**config.mk**
```make
export PLATFORM = sky130hd
export DESIGN_NAME = ddo_div
export DESIGN_NICKNAME = d
export VERILOG_FILES = /design/src/hw/rtl/ddo_pkg.sv /design/src/hw/rtl/ddo_div.sv
export SDC_FILE = /design/constraint.sdc
export NUM_CORES = 1
export LEC_CHECK = 0
export ABC_AREA = 1
export BUFFER_PORTS_ARGS = -buffer_cell sky130_fd_sc_hd__buf_2
export CAP_MARGIN = 20
export CORE_ASPECT_RATIO = 0.8
export CORE_MARGIN = 2
export CORE_UTILIZATION = 44
export DETAILED_ROUTE_END_ITERATION = 10
export PLACE_DENSITY = 0.78
export SLEW_MARGIN = 20
export SYNTH_ARGS = -nofsm -noshare
export SYNTH_HDL_FRONTEND = slang
export SYNTH_SLANG_ARGS = --single-unit
```
**constraint.sdc**
```tcl
create_clock -name aclk -period 3.95 [get_ports aclk]
set_input_delay 0.79 -clock aclk [delete_from_list [all_inputs] [get_ports aclk]]
set_output_delay 0.79 -clock aclk [all_outputs]
set_load 0.05 [all_outputs]
```
**src/hw/rtl/ddo_pkg.sv**
```systemverilog
// shared types, constants and helpers for the differential drive odometry core
// no dependencies; imported by the divider, the cordic unit, the top level and the testbench
`timescale 1ns / 1ps

package ddo_pkg;

    // divider geometry: widest dividend is the heading step (78 bits)
    localparam int unsigned DIV_W      = 80;
    localparam int unsigned DVS_W      = 24;
    localparam int unsigned DIV_CNT_W  = 7;

    // cordic geometry
    localparam int unsigned CORD_W     = 50;
    localparam int unsigned ANG_W      = 34;
    localparam int unsigned STEP_CNT_W = 6;
    localparam int unsigned CORDIC_STEPS_DEF = 24;

    // fixed-point constants
    localparam logic [31:0] KINV_Q32   = 32'd2608131496;
    localparam logic [31:0] RAD_TO_BIN = 32'd683565276;
    localparam logic [31:0] US_PER_S   = 32'd1000000;

    // register indexes
    localparam logic [1:0] CFG_MPC = 2'd0;
    localparam logic [1:0] CFG_APC = 2'd1;
    localparam logic [1:0] CFG_TW  = 2'd2;

    localparam logic [31:0] MPC_RESET = 32'd472256;
    localparam logic [31:0] APC_RESET = 32'd2698608;
    localparam logic [20:0] TW_RESET  = 21'd39322;

    typedef enum logic [4:0] {
        ST_IDLE,
        ST_MUL_L,
        ST_MUL_R,
        ST_SPD_L0,
        ST_SPD_L1,
        ST_SPD_L2,
        ST_SPD_LW,
        ST_SPD_R0,
        ST_SPD_R1,
        ST_SPD_R2,
        ST_SPD_RW,
        ST_TURN,
        ST_TURN_W,
        ST_HEAD0,
        ST_HEAD1,
        ST_HEAD2,
        ST_HEAD3,
        ST_HEAD_W,
        ST_DIST0,
        ST_DIST1,
        ST_DIST2,
        ST_DIST3,
        ST_CORD_W,
        ST_ANG_L,
        ST_ANG_R,
        ST_ANG_FIN,
        ST_PUB
    } seq_state_t;

    // arctan of 2^-i as binary angle
    function automatic logic [31:0] atan_bin(input logic [4:0] i);
        logic [31:0] v;
        unique case (i)
            5'd0:  v = 32'h20000000;
            5'd1:  v = 32'h12E4051E;
            5'd2:  v = 32'h09FB385B;
            5'd3:  v = 32'h051111D4;
            5'd4:  v = 32'h028B0D43;
            5'd5:  v = 32'h0145D7E1;
            5'd6:  v = 32'h00A2F61E;
            5'd7:  v = 32'h00517C55;
            5'd8:  v = 32'h0028BE53;
            5'd9:  v = 32'h00145F2F;
            5'd10: v = 32'h000A2F98;
            5'd11: v = 32'h000517CC;
            5'd12: v = 32'h00028BE6;
            5'd13: v = 32'h000145F3;
            5'd14: v = 32'h0000A2FA;
            5'd15: v = 32'h0000517D;
            5'd16: v = 32'h000028BE;
            5'd17: v = 32'h0000145F;
            5'd18: v = 32'h00000A30;
            5'd19: v = 32'h00000518;
            5'd20: v = 32'h0000028C;
            5'd21: v = 32'h00000146;
            5'd22: v = 32'h000000A3;
            5'd23: v = 32'h00000051;
            5'd24: v = 32'h00000029;
            5'd25: v = 32'h00000014;
            5'd26: v = 32'h0000000A;
            5'd27: v = 32'h00000005;
            5'd28: v = 32'h00000003;
            5'd29: v = 32'h00000001;
            5'd30: v = 32'h00000001;
            5'd31: v = 32'h00000000;
        endcase
        return v;
    endfunction

    function automatic logic [31:0] abs32(input logic [31:0] v);
        return v[31] ? (~v + 32'd1) : v;
    endfunction

    // signed 32-bit result from an unsigned quotient, clamped at the limits
    function automatic logic [31:0] sat_quot(input logic [DIV_W-1:0] q, input logic neg);
        logic big;
        big = |q[DIV_W-1:31];
        if (big) begin
            return neg ? 32'h8000_0000 : 32'h7FFF_FFFF;
        end
        return neg ? (~q[31:0] + 32'd1) : q[31:0];
    endfunction

endpackage

```
**src/hw/rtl/ddo_div.sv**
```systemverilog
// restoring divider, one quotient bit per cycle
// depends on ddo_pkg
`timescale 1ns / 1ps

module ddo_div (
    input  logic                      aclk,
    input  logic                      aresetn,
    input  logic                      start,
    input  logic [ddo_pkg::DIV_W-1:0] dividend,
    input  logic [ddo_pkg::DVS_W-1:0] divisor,
    output logic                      done,
    output logic [ddo_pkg::DIV_W-1:0] quotient
);
    import ddo_pkg::*;

    logic                 busy_reg, busy_next;
    logic                 done_reg, done_next;
    logic [DIV_CNT_W-1:0] cnt_reg, cnt_next;
    logic [DVS_W-1:0]     rem_reg, rem_next;
    logic [DVS_W-1:0]     dvs_reg, dvs_next;
    logic [DIV_W-1:0]     quo_reg, quo_next;
    logic [DVS_W:0]       rem_sh;
    logic [DVS_W+1:0]     diff;
    logic                 ge;

    assign rem_sh = {rem_reg, quo_reg[DIV_W-1]};
    assign diff   = {1'b0, rem_sh} - {2'b0, dvs_reg};
    assign ge     = ~diff[DVS_W+1];

    always_comb begin
        busy_next = busy_reg;
        done_next = 1'b0;
        cnt_next  = cnt_reg;
        rem_next  = rem_reg;
        dvs_next  = dvs_reg;
        quo_next  = quo_reg;
        if (start) begin
            busy_next = 1'b1;
            cnt_next  = '0;
            rem_next  = '0;
            dvs_next  = divisor;
            quo_next  = dividend;
        end else if (busy_reg) begin
            rem_next = ge ? diff[DVS_W-1:0] : rem_sh[DVS_W-1:0];
            quo_next = {quo_reg[DIV_W-2:0], ge};
            cnt_next = cnt_reg + 1'b1;
            if (cnt_reg == DIV_CNT_W'(DIV_W - 1)) begin
                busy_next = 1'b0;
                done_next = 1'b1;
            end
        end
    end

    always_ff @(posedge aclk) begin
        if (!aresetn) begin
            busy_reg <= 1'b0;
            done_reg <= 1'b0;
        end else begin
            busy_reg <= busy_next;
            done_reg <= done_next;
        end
    end

    always_ff @(posedge aclk) begin
        cnt_reg <= cnt_next;
        rem_reg <= rem_next;
        dvs_reg <= dvs_next;
        quo_reg <= quo_next;
    end

    assign done     = done_reg;
    assign quotient = quo_reg;

endmodule

```
== After elaboration in Yosys (flattened, before gate mapping) ==
Index checks and enable logic that the tools add are counted.

* Register bits after elaboration: 137

* $add $sub $neg: 2
* Bitwise operators: 3
* Muxes and demuxes: 7
* Eq/ne operators: 1
* Reductions and logical operators: 2

{| class="wikitable"
|+ Operator list
! kind !! number
|-
| 80-bit two-way mux || 2
|-
| 25-bit by 24-bit subtractor with 26-bit output || 1
|-
| 24-bit two-way mux || 1
|-
| 7-bit by 1-bit adder with 7-bit output (second input constant) || 1
|-
| 7-bit == test (second input constant) || 1
|-
| 1-bit two-way mux || 4
|-
| 1-bit inverter || 3
|-
| 3-bit OR reduction || 1
|-
| 2-bit nonzero test || 1
|}

== Logic depth before layout (Yosys ltp) ==
* Depth in word-level cells: 4
* Gate-level depth with buffers: 15
* Mapped depth without buffers: 14

== Least setup slack after synthesis ==
No wires, ideal clock.

* Path type: input to register
* From: in start
* To: reg quo_reg[0], in the netlist quotient[0] (enable)
* Stages: 3
* Setup slack: 0.733 ns
* Required time: 3.512 ns
* Arrival time: 2.779 ns
* Path buffers: 1
* Setup time: 0.438 ns
* Cells stage by stage: clkbuf_1 -> nor2_1 -> inv_1

* Word-level cells in the longest chain between the ends: 1

{| class="wikitable"
|+ RTL lines
! item !! line !! source
|-
| from (decl) || ddo_div.sv:8 || <nowiki>input logic start,</nowiki>
|-
| 2-bit nonzero test (no line) || - ||
|-
| to (signal assigned) || ddo_div.sv:68 || <nowiki>quo_reg <= quo_next;</nowiki>
|-
| to (decl) || ddo_div.sv:21 || <nowiki>logic [DIV_W-1:0] quo_reg, quo_next;</nowiki>
|}

Every way passes these cells.
A chain may end at the register's enable or synchronous reset.

== Worst setup path in the final report ==
* From: reg dvs_reg[2]
* To: reg rem_reg[3]

* Word-level cells in the longest chain between the ends: 2

{| class="wikitable"
|+ RTL lines
! item !! line !! source
|-
| from (decl) || ddo_div.sv:20 || <nowiki>logic [DVS_W-1:0] dvs_reg, dvs_next;</nowiki>
|-
| from (signal assigned) || ddo_div.sv:67 || <nowiki>dvs_reg <= dvs_next;</nowiki>
|-
| 25-bit by 24-bit subtractor with 26-bit output || ddo_div.sv:27 || <nowiki>assign diff = {1'b0, rem_sh} - {2'b0, dvs_reg};</nowiki>
|-
| 24-bit two-way mux || ddo_div.sv:44 || <nowiki>rem_next = ge ? diff[DVS_W-1:0] : rem_sh[DVS_W-1:0];</nowiki>
|-
| to (signal assigned) || ddo_div.sv:66 || <nowiki>rem_reg <= rem_next;</nowiki>
|-
| to (decl) || ddo_div.sv:19 || <nowiki>logic [DVS_W-1:0] rem_reg, rem_next;</nowiki>
|}

Every way passes these cells.

==> out/metrics.cfg <==
[outcome]
status=finished, final reports clean

[cells_and_area]
areaGrowthSynthToFinish_pct=22.5
multi_input_area_um2=3160
n_fill_cell=1581
diodes=0
layout-drive-gt1-share_pct=22.1
largest_register_ff_count=80
utilization_pct=55.7
instances_no_fill=1391
nets=1291
seq_area_um2=3780

[power_and_ir_drop]
clockPowerShare_pct=39.1
peakVddDrop_uv=281
swShare_pct=31.7
power_density_nw_per_um2=436
pwr-share-seq_pct=43.1
switching_power_w=0.00129
pwr-share-comb_pct=17.8
p_int_w=0.00277
cellLeakagePower_nw=4.91

[clock_tree]
clock_path_buffers=2
cts_tree=done
cts_root_buf=clkbuf_16
clock-sinks=137
numCtsBuffers=17
clk_latency_ps=430
htreeDepth=4
post_cts_buffers=0
cts_hold_buf=0
cts_resized=0
clkTransAtPathRegs_ps=60

[global_route]
grt_pass1_wl_um=30700
antenna_found_initial=0
grt_pass1_vias=6277
gr-usage-all-layers_pct=21.5
gr-total-overflow=0
grt_max_degree=63

[floorplanning]
start_util_pct=45.4
die_y_um=122
num_rows=42
core_area_um2=16700
fp.dieW_um=151
boundaryPins=188
die_area_um2=18300

[timing]
rsz0062_at_grt=false
finalHoldViolations=0
finalSetupViolCount=0
period_share_pct=61.9
whs_ps=469
final_max_slew_viol_count=0
tightest_slew_ps=769
finalCriticalPeriod_ps=2450
max-slew-margin-rel_pct=48.6
worst_clock_skew_ps=14.4
max_freq_mhz=409
setup-tns-final_ps=0

[setup_path]
critPathTopFamily=simple AND/OR/NAND/NOR gates
reg2reg_to=rem_reg[3]$_SDFFE_PP0P_
crit_path_start_kind=flip-flop
cp.buffers_inverters=1
r2r_slack_ps=1500
endpoint_kind=flip-flop
critPathKind=flip-flop to flip-flop
r2r-start=dvs_reg[2]$_DFFE_PP_
cp_slowest_cell=nand3_4
crit_required_ps=4290
cp_max_fo=26
critPathMaxStageDelay_ps=400
path_cells=inv_1, ha_1, nand2_1, nand2_1, nand2_1, nand2_1, nand2_1, nand3_2, nand2_4, nand3_4, nand2_1, nand3_1, o21ai_1
worstPathArrival_ps=2780
r2r_cells=13
cpMostUsedCell=nand2_1

[routing]
routedWlPerCell_um=13.9
ant_nets=0
wl_met2_um=8900
drt-initial-drc-count=428
wl_met1_um=8870
top_layer_used=met4
vias=6701
routed_wl_um=19300
drc=0
route.met3.wl_um=1310
via_per_inst=4.82
first_pass_iters=6

[place]
numPortBuffers=187
routabilityCongestion=0.913
placed_cells=1359
hpwl_um=13800

[flow_run]
drv_cap=0

[logic_synthesis]
yosysUniqueCellTypes=38
postSynthAreaPerCell_um2=7.78
ys_seq_area_share_pct=49.8
yosysWarnings=0
yosys_register_bits=137
synth_cells=976
syn-num-nets=1109
syn_area_um2=7590

[hold_path]
hold_path_end=rem_reg[14]$_SDFFE_PP0P_
holdCritStartpoint=rem_reg[14]$_SDFFE_PP0P_
holdPathStages=2
hp-class=flip-flop to flip-flop

==> how the worst max path moves through the flow <==
| stage | start | endpoint | slack [ps] | depth (start not counted) |
|---|---|---|---|---|
| after floorplan | start | quotient[0]$_DFFE_PP_ | 730 | 3 |
| after global placement | start | quotient[26]$_DFFE_PP_ | 1240 | 5 |
| after detailed placement | start | quotient[27]$_DFFE_PP_ | 1230 | 5 |
| after CTS | dvs_reg[2]$_DFFE_PP_ | rem_reg[3]$_SDFFE_PP0P_ | 1480 | 13 |
| after global routing | dvs_reg[2]$_DFFE_PP_ | rem_reg[3]$_SDFFE_PP0P_ | 1270 | 13 |
| final | dvs_reg[2]$_DFFE_PP_ | rem_reg[3]$_SDFFE_PP0P_ | 1500 | 13 |
==> kinds of logic (layout without fill, tap and decap cells) <==
family	count (synthesis)	count (layout)	share of synthesized area, %
AND/OR/NAND/NOR	616	616	34.3
XOR/XNOR	9	9	1.04
AO/OA/AOI/OAI	24	24	1.81
buffers and inverters	164	359	8.62
flip-flops	137	137	49.8
adder cells (fa/ha/maj)	26	26	4.38
==> worst min-delay path, cell delays in order (launching register included) <==
cell and delay [ps]:
dfxtp_1 320, nand2_1 60, nand2_1 40
==> per-layer routing <==
metal  track usage (%)  vias to the layer above
met1              28.7                     3052
met4              4.44                        0
met3              6.92                       14
met5                 0                        -
li1                  -                     3416
met2              34.7                      219
==> per-stage QoR <==
stage | instance area, um^2 | total power [W] | setup slack [ps]
final | 9300 | 0.00406 | 1500
after global routing | 9300 | 0.00422 | 1270
after CTS | 9300 | 0.00409 | 1480
after detailed placement | 8710 | 0.00250 | 1230
after global placement | 8710 | 0.00249 | 1240
after floorplan | 7590 | 0.00228 | 733
==> power groups by stage <==
stage / clock network, W / registers, W / logic, W
floorplan: 0 / 0.00207 / 0.000216
global placement: 0 / 0.00177 / 0.000713
detailed placement: 0 / 0.00177 / 0.000726
CTS: 0.00161 / 0.00175 / 0.000726
global route: 0.00168 / 0.00176 / 0.000774
finish: 0.00159 / 0.00175 / 0.000724
==> layout by cell type (no fill, tap or decap), types with 2 or more instances in the layout <==
| master | Yosys | routed |
|---|---|---|
| nand2_2 | 9 | 9 |
| nand4_1 | 5 | 5 |
| a21oi_1 | 13 | 13 |
| buf_2 | 1 | 186 |
| o21ai_1 | 4 | 4 |
| nand2_1 | 468 | 468 |
| o21ai_0 | 2 | 2 |
| inv_8 | 0 | 3 |
| clkinvlp_4 | 0 | 3 |
| nor4_1 | 2 | 2 |
| dfxtp_1 | 33 | 33 |
| nor2_4 | 2 | 2 |
| clkbuf_16 | 0 | 17 |
| inv_2 | 6 | 7 |
| inv_6 | 0 | 4 |
| nand3_1 | 60 | 60 |
| nand3_2 | 10 | 10 |
| nor3_1 | 4 | 4 |
| clkinv_4 | 0 | 2 |
| ha_1 | 25 | 25 |
| nor2_2 | 3 | 3 |
| a31oi_1 | 3 | 3 |
| xnor2_1 | 8 | 8 |
| edfxtp_1 | 104 | 104 |
| nand3b_1 | 14 | 14 |
| inv_1 | 128 | 127 |
| nor2_1 | 33 | 33 |
| buf_4 | 1 | 4 |
==> layout make-up <==
cell class	instances	area share [%]
clock buffers	18	4.72
clock inverters	14	1.67
inverters	136	5.50
multi-input cells	675	33.9
flip-flops and latches	137	40.7
well taps	220	2.96
repair buffers	191	10.5
==> synthesized netlist by cell type, drive strengths merged <==
library cell	number	area, um^2
nand2	478	1820
a21oi	14	81.3
nor3b	1	7.51
nand4	5	31.3
and2	1	6.26
nor4	2	12.5
o21ai	6	30.0
a31oi	3	18.8
clkbuf	17	63.8
ha	25	313
dfxtp	33	661
or2	1	6.26
nor2	38	165
nand3	71	418
nand3b	14	105
fa	1	20.0
xnor2	8	70.1
o21bai	1	7.51
edfxtp	104	3120
inv	134	503
buf	11	80.1
nor3	5	30.0
xor2	1	8.76
clkinv	2	7.51
(Power assumes the default switching activity.)
